$ cat src/rtl/dbas_pkg.sv
// ----------------------------------------------------------------------------
// Double beep alarm sequencer package
// Shared types, codes and constants of the alarm beeper.
// ----------------------------------------------------------------------------
`timescale 1ns / 1ps

package dbas_pkg;

  localparam int OP_W     = 2;
  localparam int DUR_W    = 16;
  localparam int MS_W     = 16;
  localparam int FREQ_W   = 15;
  localparam int PHASE_W  = 3;
  localparam int ALARM_W  = 26;
  localparam int CFG_A_W  = 2;
  localparam int CFG_D_W  = 16;

  localparam logic [OP_W-1:0] OP_TICK    = 2'd0;
  localparam logic [OP_W-1:0] OP_TRIGGER = 2'd1;
  localparam logic [OP_W-1:0] OP_STOP    = 2'd2;

  localparam logic [PHASE_W-1:0] PH_IDLE   = 3'd0;
  localparam logic [PHASE_W-1:0] PH_BEEP1  = 3'd1;
  localparam logic [PHASE_W-1:0] PH_PAUSE1 = 3'd2;
  localparam logic [PHASE_W-1:0] PH_BEEP2  = 3'd3;
  localparam logic [PHASE_W-1:0] PH_PAUSE2 = 3'd4;

  localparam logic [CFG_A_W-1:0] REG_BEEP_MS        = 2'd0;
  localparam logic [CFG_A_W-1:0] REG_SHORT_PAUSE_MS = 2'd1;
  localparam logic [CFG_A_W-1:0] REG_LONG_PAUSE_MS  = 2'd2;
  localparam logic [CFG_A_W-1:0] REG_TONE_HZ        = 2'd3;

  localparam logic [MS_W-1:0]   RST_BEEP_MS        = 16'd200;
  localparam logic [MS_W-1:0]   RST_SHORT_PAUSE_MS = 16'd200;
  localparam logic [MS_W-1:0]   RST_LONG_PAUSE_MS  = 16'd1000;
  localparam logic [FREQ_W-1:0] RST_TONE_HZ        = 15'd880;

  localparam logic [ALARM_W-1:0] MS_PER_S  = 26'd1000;
  localparam logic [ALARM_W-1:0] ALARM_MAX = {ALARM_W{1'b1}};
  localparam logic [MS_W-1:0]    PHASE_MAX = {MS_W{1'b1}};

  typedef struct packed {
    logic [MS_W-1:0]   beep_ms;
    logic [MS_W-1:0]   short_pause_ms;
    logic [MS_W-1:0]   long_pause_ms;
    logic [FREQ_W-1:0] tone_hz;
  } cfg_t;

  typedef struct packed {
    logic [OP_W-1:0]  op;
    logic [DUR_W-1:0] duration_s;
  } item_t;

  typedef struct packed {
    logic               tone_on;
    logic [FREQ_W-1:0]  tone_freq;
    logic               alarm_active;
    logic [PHASE_W-1:0] pattern_phase;
  } status_t;

endpackage

$ cat src/rtl/dbas_cfg_regs.sv
// ----------------------------------------------------------------------------
// Configuration registers
// Holds the beep, pause and tone settings written through the config port.
// ----------------------------------------------------------------------------
`timescale 1ns / 1ps

module dbas_cfg_regs import dbas_pkg::*; (
  input  logic               clk,
  input  logic               rst_n,
  input  logic               cfg_we,
  input  logic [CFG_A_W-1:0] cfg_addr,
  input  logic [CFG_D_W-1:0] cfg_wdata,
  output cfg_t               cfg
);

  cfg_t cfg_r;

  always_ff @(posedge clk) begin
    if (!rst_n) begin
      cfg_r.beep_ms        <= RST_BEEP_MS;
      cfg_r.short_pause_ms <= RST_SHORT_PAUSE_MS;
      cfg_r.long_pause_ms  <= RST_LONG_PAUSE_MS;
      cfg_r.tone_hz        <= RST_TONE_HZ;
    end else if (cfg_we) begin
      case (cfg_addr)
        REG_BEEP_MS:        cfg_r.beep_ms        <= cfg_wdata;
        REG_SHORT_PAUSE_MS: cfg_r.short_pause_ms <= cfg_wdata;
        REG_LONG_PAUSE_MS:  cfg_r.long_pause_ms  <= cfg_wdata;
        REG_TONE_HZ:        cfg_r.tone_hz        <= cfg_wdata[FREQ_W-1:0];
        default: ;
      endcase
    end
  end

  assign cfg = cfg_r;

endmodule

$ cat src/rtl/dbas_in_stage.sv
// ----------------------------------------------------------------------------
// Input stage
// Registers one accepted transaction and holds it until the core takes it.
// ----------------------------------------------------------------------------
`timescale 1ns / 1ps

module dbas_in_stage import dbas_pkg::*; (
  input  logic             clk,
  input  logic             rst_n,
  input  logic             in_valid,
  output logic             in_stall,
  input  logic [OP_W-1:0]  in_op,
  input  logic [DUR_W-1:0] in_duration_s,
  input  logic             take,
  output logic             s1_valid,
  output item_t            s1_item
);

  logic  valid_r;
  item_t item_r;
  logic  load;

  assign in_stall = valid_r && !take;
  assign load     = in_valid && !in_stall;

  always_ff @(posedge clk) begin
    if (!rst_n) begin
      valid_r <= 1'b0;
    end else if (load) begin
      valid_r <= 1'b1;
    end else if (take) begin
      valid_r <= 1'b0;
    end
  end

  always_ff @(posedge clk) begin
    if (load) begin
      item_r.op         <= in_op;
      item_r.duration_s <= in_duration_s;
    end
  end

  assign s1_valid = valid_r;
  assign s1_item  = item_r;

endmodule

$ cat src/rtl/dbas_core.sv
// ----------------------------------------------------------------------------
// Sequencer core
// Alarm and phase timers, the beep pattern state and the status it reports.
// ----------------------------------------------------------------------------
`timescale 1ns / 1ps

module dbas_core import dbas_pkg::*; (
  input  logic    clk,
  input  logic    rst_n,
  input  logic    take,
  input  item_t   s1_item,
  input  cfg_t    cfg,
  output status_t status_nxt
);

  logic               active_r,  active_nxt;
  logic [PHASE_W-1:0] phase_r,   phase_nxt;
  logic [ALARM_W-1:0] alarm_r,   alarm_nxt;
  logic [ALARM_W-1:0] limit_r,   limit_nxt;
  logic [MS_W-1:0]    ph_el_r,   ph_el_nxt;
  logic [ALARM_W-1:0] alarm_inc;
  logic [MS_W-1:0]    ph_el_inc;
  logic               tone;

  assign alarm_inc = (alarm_r < ALARM_MAX) ? alarm_r + 1'b1 : alarm_r;
  assign ph_el_inc = (ph_el_r < PHASE_MAX) ? ph_el_r + 1'b1 : ph_el_r;

  always_comb begin
    active_nxt = active_r;
    phase_nxt  = phase_r;
    alarm_nxt  = alarm_r;
    limit_nxt  = limit_r;
    ph_el_nxt  = ph_el_r;
    case (s1_item.op)
      OP_TICK: begin
        if (active_r) begin
          alarm_nxt = alarm_inc;
          ph_el_nxt = ph_el_inc;
          if (alarm_inc >= limit_r) begin
            active_nxt = 1'b0;
            phase_nxt  = PH_IDLE;
          end else begin
            case (phase_r)
              PH_BEEP1: begin
                if (ph_el_inc >= cfg.beep_ms) begin
                  phase_nxt = PH_PAUSE1;
                  ph_el_nxt = '0;
                end
              end
              PH_PAUSE1: begin
                if (ph_el_inc >= cfg.short_pause_ms) begin
                  phase_nxt = PH_BEEP2;
                  ph_el_nxt = '0;
                end
              end
              PH_BEEP2: begin
                if (ph_el_inc >= cfg.beep_ms) begin
                  phase_nxt = PH_PAUSE2;
                  ph_el_nxt = '0;
                end
              end
              PH_PAUSE2: begin
                if (ph_el_inc >= cfg.long_pause_ms) begin
                  phase_nxt = PH_BEEP1;
                  ph_el_nxt = '0;
                end
              end
              default: ;
            endcase
          end
        end
      end
      OP_TRIGGER: begin
        if (!active_r) begin
          active_nxt = 1'b1;
          phase_nxt  = PH_BEEP1;
          alarm_nxt  = '0;
          ph_el_nxt  = '0;
          limit_nxt  = ALARM_W'(ALARM_W'(s1_item.duration_s) * MS_PER_S);
        end
      end
      OP_STOP: begin
        active_nxt = 1'b0;
        phase_nxt  = PH_IDLE;
      end
      default: ;
    endcase
  end

  always_ff @(posedge clk) begin
    if (!rst_n) begin
      active_r <= 1'b0;
      phase_r  <= PH_IDLE;
      alarm_r  <= '0;
      limit_r  <= '0;
      ph_el_r  <= '0;
    end else if (take) begin
      active_r <= active_nxt;
      phase_r  <= phase_nxt;
      alarm_r  <= alarm_nxt;
      limit_r  <= limit_nxt;
      ph_el_r  <= ph_el_nxt;
    end
  end

  assign tone = active_nxt && (phase_nxt == PH_BEEP1 || phase_nxt == PH_BEEP2);

  assign status_nxt.tone_on       = tone;
  assign status_nxt.tone_freq     = tone ? cfg.tone_hz : '0;
  assign status_nxt.alarm_active  = active_nxt;
  assign status_nxt.pattern_phase = phase_nxt;

  a_phase_matches_active: assert property (@(posedge clk) disable iff (!rst_n)
    (phase_r != PH_IDLE) == active_r)
    else $error("phase and active flag disagree");

  a_trigger_starts: assert property (@(posedge clk) disable iff (!rst_n)
    (take && s1_item.op == OP_TRIGGER && !active_r)
    |=> (active_r && phase_r == PH_BEEP1 && alarm_r == '0))
    else $error("trigger from idle did not start beep one");

  a_stop_idles: assert property (@(posedge clk) disable iff (!rst_n)
    (take && s1_item.op == OP_STOP) |=> (!active_r && phase_r == PH_IDLE))
    else $error("stop did not force idle");

  a_timer_in_limit: assert property (@(posedge clk) disable iff (!rst_n)
    active_r |-> (alarm_r <= limit_r))
    else $error("alarm timer ran past its limit while active");

endmodule

$ cat src/rtl/dbas_out_stage.sv
// ----------------------------------------------------------------------------
// Result stage
// Result register of the status channel and the take signal for the core.
// ----------------------------------------------------------------------------
`timescale 1ns / 1ps

module dbas_out_stage import dbas_pkg::*; (
  input  logic               clk,
  input  logic               rst_n,
  input  logic               s1_valid,
  input  status_t            status_nxt,
  output logic               take,
  output logic               out_valid,
  input  logic               out_stall,
  output logic               out_tone_on,
  output logic [FREQ_W-1:0]  out_tone_freq,
  output logic               out_alarm_active,
  output logic [PHASE_W-1:0] out_pattern_phase
);

  logic    valid_r;
  status_t res_r;

  assign take = s1_valid && (!valid_r || !out_stall);

  always_ff @(posedge clk) begin
    if (!rst_n) begin
      valid_r <= 1'b0;
    end else if (take) begin
      valid_r <= 1'b1;
    end else if (!out_stall) begin
      valid_r <= 1'b0;
    end
  end

  always_ff @(posedge clk) begin
    if (take) begin
      res_r <= status_nxt;
    end
  end

  assign out_valid         = valid_r;
  assign out_tone_on       = res_r.tone_on;
  assign out_tone_freq     = res_r.tone_freq;
  assign out_alarm_active  = res_r.alarm_active;
  assign out_pattern_phase = res_r.pattern_phase;

endmodule

$ cat src/rtl/double_beep_alarm_sequencer.sv
// ----------------------------------------------------------------------------
// Double beep alarm sequencer
// Alarm beeper driven by millisecond ticks, trigger and stop transactions.
//
//   Channel  Direction  Handshake            Payload
//   in       input      in_valid/in_stall    op, duration_s
//   out      output     out_valid/out_stall  tone_on, tone_freq, alarm_active,
//                                            pattern_phase
//   cfg      input      cfg_we               cfg_addr, cfg_wdata
//
// An accepted transaction is held in the input register and then passes
// through the sequencer core into the result register.
// One transaction is accepted per cycle while the result side keeps taking.
// Reset is synchronous and returns the settings to their defaults and the
// sequencer to idle; no clearing pass follows.
// A stalled result holds the core, and the input stall follows at once.
// ----------------------------------------------------------------------------
`timescale 1ns / 1ps

module double_beep_alarm_sequencer import dbas_pkg::*; (
  input  logic               clk,
  input  logic               rst_n,
  input  logic               in_valid,
  output logic               in_stall,
  input  logic [OP_W-1:0]    in_op,
  input  logic [DUR_W-1:0]   in_duration_s,
  output logic               out_valid,
  input  logic               out_stall,
  output logic               out_tone_on,
  output logic [FREQ_W-1:0]  out_tone_freq,
  output logic               out_alarm_active,
  output logic [PHASE_W-1:0] out_pattern_phase,
  input  logic               cfg_we,
  input  logic [CFG_A_W-1:0] cfg_addr,
  input  logic [CFG_D_W-1:0] cfg_wdata
);

  cfg_t    cfg;
  item_t   s1_item;
  status_t status_nxt;
  logic    s1_valid;
  logic    take;

  dbas_cfg_regs u_cfg (
    .clk       (clk),
    .rst_n     (rst_n),
    .cfg_we    (cfg_we),
    .cfg_addr  (cfg_addr),
    .cfg_wdata (cfg_wdata),
    .cfg       (cfg)
  );

  dbas_in_stage u_in (
    .clk           (clk),
    .rst_n         (rst_n),
    .in_valid      (in_valid),
    .in_stall      (in_stall),
    .in_op         (in_op),
    .in_duration_s (in_duration_s),
    .take          (take),
    .s1_valid      (s1_valid),
    .s1_item       (s1_item)
  );

  dbas_core u_core (
    .clk        (clk),
    .rst_n      (rst_n),
    .take       (take),
    .s1_item    (s1_item),
    .cfg        (cfg),
    .status_nxt (status_nxt)
  );

  dbas_out_stage u_out (
    .clk               (clk),
    .rst_n             (rst_n),
    .s1_valid          (s1_valid),
    .status_nxt        (status_nxt),
    .take              (take),
    .out_valid         (out_valid),
    .out_stall         (out_stall),
    .out_tone_on       (out_tone_on),
    .out_tone_freq     (out_tone_freq),
    .out_alarm_active  (out_alarm_active),
    .out_pattern_phase (out_pattern_phase)
  );

endmodule

$ cat config.mk
export PLATFORM = sky130hd
export DESIGN_NAME = double_beep_alarm_sequencer
export DESIGN_NICKNAME = d
export VERILOG_FILES = /design/src/rtl/dbas_pkg.sv /design/src/rtl/dbas_cfg_regs.sv /design/src/rtl/dbas_in_stage.sv /design/src/rtl/dbas_core.sv /design/src/rtl/dbas_out_stage.sv /design/src/rtl/double_beep_alarm_sequencer.sv
export SDC_FILE = /design/constraint.sdc
export NUM_CORES = 1
export LEC_CHECK = 0
export BUFFER_PORTS_ARGS = -buffer_cell sky130_fd_sc_hd__buf_2
export CELL_PAD_IN_SITES_DETAIL_PLACEMENT = 1
export CELL_PAD_IN_SITES_GLOBAL_PLACEMENT = 1
export CORE_ASPECT_RATIO = 1.1
export CORE_MARGIN = 10
export CORE_UTILIZATION = 43
export CTS_BUF_LIST = sky130_fd_sc_hd__clkbuf_16
export CTS_CLUSTER_SIZE = 30
export DETAILED_ROUTE_END_ITERATION = 12
export PLACE_DENSITY = 0.86
export SLEW_MARGIN = 20
export SYNTH_ARGS = -nofsm -noshare
export SYNTH_HDL_FRONTEND = slang
export SYNTH_SLANG_ARGS = --single-unit
$ cat constraint.sdc
create_clock -name clk -period 4.09 [get_ports clk]
set_input_delay 0.2045 -clock clk [delete_from_list [all_inputs] [get_ports clk]]
set_output_delay 0.2045 -clock clk [all_outputs]
set_load 0.005 [all_outputs]
==> summary.md <==
| Metric | Value |
|---|---|
| Final Wtd Congestion | `0.828` |
| Crit path DAT | `5.76 ns` |
| Fill count | `2,924` |
| Combinational power share | `58.6%` |
| Register area | `0.00383 mm²` |
| Top cells by count, synth | `203 x nand2_1, 134 x dfxtp_1, 126 x ha_1` |
| Initial Util | `43.8%` |
| Final Net Count | `1,734` |
| Post-synth EDFFs | `38` |
| P_int | `0.00499 W` |
| Most frequent cell after synthesis | `nand2_1` |
| Worst setup SP type | `flip-flop` |
| Asr flop ratio synth | `0%` |
| Leakage Power | `6.48 nW` |
| Clock Power Share | `20.6%` |
| P_sw | `0.00407 W` |
| Rel. slew slack | `25.1%` |
| Buffers added on ports | `62` |
| Max VDD drop | `0.651 mV` |
| Req. time, crit path | `4.46 ns` |
| Crit-path max cell delay | `0.61 ns` |
| Seq/Total Area, Yosys | `33.3%` |
| Syn Area/Cell | `8.93 µm²` |
| Mapped Area | `0.0115 mm²` |
| Crit path kind | `reg2reg` |
| GRT Util Overall | `29.1%` |
| Fin Clk Skew | `0.0256 ns` |
| Area delta synth->final | `32.4%` |
| Finished Layout Cells | `1,880` |
| Chip height | `191 µm` |
| Violated checks | `setup timing` |
| Fin crit share | `132%` |
| Status | `complete, but fails checks` |
| CP Max Fanout | `4` |
| Slowest cell on crit path | `fa_1` |
| CTS tree | `done` |
| Tmin final | `5.38 ns` |
| Clk Latency, worst-skew pair | `0.49 ns` |
| Final setup viols | `57` |
| Root buf cell | `clkbuf_16` |
| Clk sinks | `172` |
| Max-slew violations | `0` |
| Synth unique cells | `69` |
| Worst-margin pin slew | `1.12 ns` |
| PwrDens | `596 mW/mm²` |
| CTS Buf Count | `17` |
| Total power | `0.00906 W` |
| Total grt overflow | `0` |
| Synth area leaders | `dfxtp_1 23%, ha_1 14%, edfxtp_1 9.9%, fa_1 9.4%, nand2_1 6.6%` |
| CP cell instances | `buf_4, ha_1, inv_1, fa_1, fa_1, inv_4, fa_2, ha_4, buf_6, nand2_4, o211ai_1, buf_4, nand3b_1, a31oi_1, xor2_1, nand2_1, a21oi_2` |
| Synth top area share | `23.4%` |
| Initial antenna violation count | `5` |
| Std-Cell Rows | `62` |
| Cells after DPL | `1,773` |
| Final WL | `63.3 mm` |
| Max-Cap Viols | `0` |
| Share of cells above drive strength 1 | `28.0%` |
| CTS max path bufs | `2` |
| Via-to-Cell Ratio | `6.85` |
| Fmax | `0.186 GHz` |
| Switching Share | `44.9%` |
| Hold path start | `cfg_wdata[10]` |
| Crit path capture type | `flip-flop` |
| Worst Setup SP | `u_in.s1_item[4]` |
| Hold Path Class | `in2reg` |
| Post-route DRC | `0` |
| Drt wl/cell | `33.7 µm` |
| I/O pin count | `63` |
| Mapped Cells | `1,286` |
| Synth warn | `0` |
| Via count | `12,875` |
| Largest net degree at the start of global routing | `85` |
| Footprint of the multi-input gates | `0.00796 mm²` |
| RSZ-0062 raised after global routing | `true` |
| Worst-path clk slew | `0.09 ns` |
| Seq pwr share | `20.8%` |
| Core Footprint | `0.0262 mm²` |
| Post-Synthesis Net Count | `1,507` |
| Final WS setup | `-1.29 ns` |
| Total iterations of the first detailed-routing run | `6` |
| CTS H-tree lvls | `4` |
| 1st-iter DRT viols | `1,653` |
| Fin Hold WS | `0.0162 ns` |
| First-pass GRT wire length | `75.3 mm` |
| Chip width | `176 µm` |
| R2r startpoint | `u_in.s1_item[4]` |
| Post-route antenna net violation count | `0` |
| DP HPWL | `27.2 mm` |
| Final Hold Viols | `0` |
| Most used flip-flop cell after synthesis | `dfxtp_1` |
| Vias in the first global route | `13,013` |
| #FFs+latches synth | `172` |
| Die ar. | `0.0337 mm²` |
| Yosys top cell by area | `dfxtp_1` |
==> routing by layer <==
metal / global-route usage [%] / wire length (µm) / share of wire, %
met5: 0 / 45 / 0.071
met4: 25.4 / 7200 / 11
met3: 6.69 / 7110 / 11
met2: 51.6 / 28800 / 46
met1: 28.0 / 20100 / 32
==> final timing paths <==
check,slack [ns],to,depth (start not counted)
hold reg to reg,0.46,u_cfg.cfg[14],2
hold / removal,0.02,u_cfg.cfg[41],3
setup / recovery,-1.29,u_core.limit_r[24],17
setup reg to reg,-1.29,u_core.limit_r[24],17
==> state kept, by name, indices dropped and copies added, names as in the netlist <==
| register | cells |
|---|---|
| u_out.out_tone_freq | 15 |
| u_cfg.cfg | 63 |
| u_in.s1_valid | 1 |
| u_core.alarm_r | 26 |
| u_core.ph_el_r | 16 |
| u_core.limit_r | 23 |
| u_out.out_pattern_phase | 3 |
| u_core.phase_r | 3 |
| u_out.out_valid | 1 |
| u_core.active_r | 1 |
| u_out.out_alarm_active | 1 |
| u_out.out_tone_on | 1 |
| u_in.s1_item | 18 |
==> power groups by stage <==
stage               logic, W  registers, W  clock network (W)
floorplan            0.00184       0.00189                  0
global placement     0.00257       0.00190                  0
detailed placement   0.00281       0.00190                  0
CTS                  0.00359       0.00186            0.00178
global route         0.00536       0.00188            0.00190
finish               0.00531       0.00188            0.00187
==> critical path: cells and delay by family, from the launching register on <==
| family | cells | cell delay [ns] |
|---|---|---|
| buffers and inverters | 5 | 0.74 |
| AO/OA/AOI/OAI | 3 | 0.83 |
| flip-flops | 1 | 0.48 |
| adder cells (fa/ha/maj) | 5 | 2.41 |
| AND/OR/NAND/NOR | 3 | 0.37 |
| XOR/XNOR | 1 | 0.43 |
==> layout by cell type (no fill, tap or decap), types with 7 or more instances in the layout <==
cell type | netlist | layout
and2_4 | 0 | 11
buf_6 | 1 | 19
fa_1 | 54 | 49
edfxtp_1 | 38 | 38
o21ai_0 | 40 | 23
nor2_2 | 2 | 8
dfxtp_1 | 134 | 129
and3_1 | 16 | 14
nor3_1 | 21 | 15
xnor2_1 | 32 | 26
o21ai_2 | 0 | 7
o211ai_1 | 19 | 19
o21ai_1 | 0 | 7
a31oi_1 | 16 | 11
nor2_1 | 71 | 63
ha_4 | 0 | 12
buf_4 | 0 | 160
nand3_1 | 27 | 25
nand2_1 | 203 | 199
buf_2 | 4 | 62
a21oi_2 | 1 | 9
ha_1 | 126 | 114
dlygate4sd3_1 | 0 | 19
inv_1 | 106 | 103
nand4_1 | 23 | 23
a21oi_1 | 108 | 95
a22o_1 | 14 | 14
and2_1 | 21 | 10
a21o_1 | 11 | 11
clkbuf_16 | 0 | 17
xor2_1 | 22 | 17
a211oi_1 | 16 | 12
==> logic make-up (layout without fill, tap and decap cells) <==
| family | Yosys count | in the layout | share of synthesized area, % |
|---|---|---|---|
| fa+ha+maj | 180 | 180 | 23.1 |
| mux | 6 | 6 | 0.545 |
| buf+inv | 160 | 399 | 5.34 |
| compound gates | 289 | 290 | 16.4 |
| simple gates | 425 | 425 | 17.2 |
| other cells | 0 | 2 | 0 |
| xor+xnor | 54 | 54 | 4.12 |
| flops | 172 | 172 | 33.3 |
==> layout make-up <==
| class | instances | share of cell area (%) |
|---|---|---|
| repair buffers | 261 | 12.7 |
| multi-input cells | 955 | 52.3 |
| well taps | 352 | 2.90 |
| inverters | 106 | 2.63 |
| flip-flops and latches | 172 | 25.2 |
| clock inverters | 15 | 1.38 |
| diodes | 2 | 0.0329 |
| clock buffers | 17 | 2.80 |
==> stage by stage <==
step | utilization, % | setup slack, ns | setup TNS (ns) | cell area, µm²
2_1_floorplan | - | -0.00618 | -0.00618 | 11500
3_3_place_gp | 49.8 | -0.227 | -2.42 | 13000
3_5_place_dp | 49.8 | -0.514 | -6.81 | 13000
4_1_cts | 55.1 | -0.292 | -2.49 | 14400
5_1_grt | 58.0 | -1.31 | -39.14 | 15200
6_report | 58.0 | -1.29 | -34.62 | 15200
==> repair_timing <==
item,in CTS,in global routing
setup endpoints to repair,51,57
pin swaps,72,79
endpoints found under the hold margin,19,0
buffers inserted,24,32
hold buffers,19,0
gates resized for setup,78,121
gates cloned,1,1
Power figures use the tool's default switching activity.
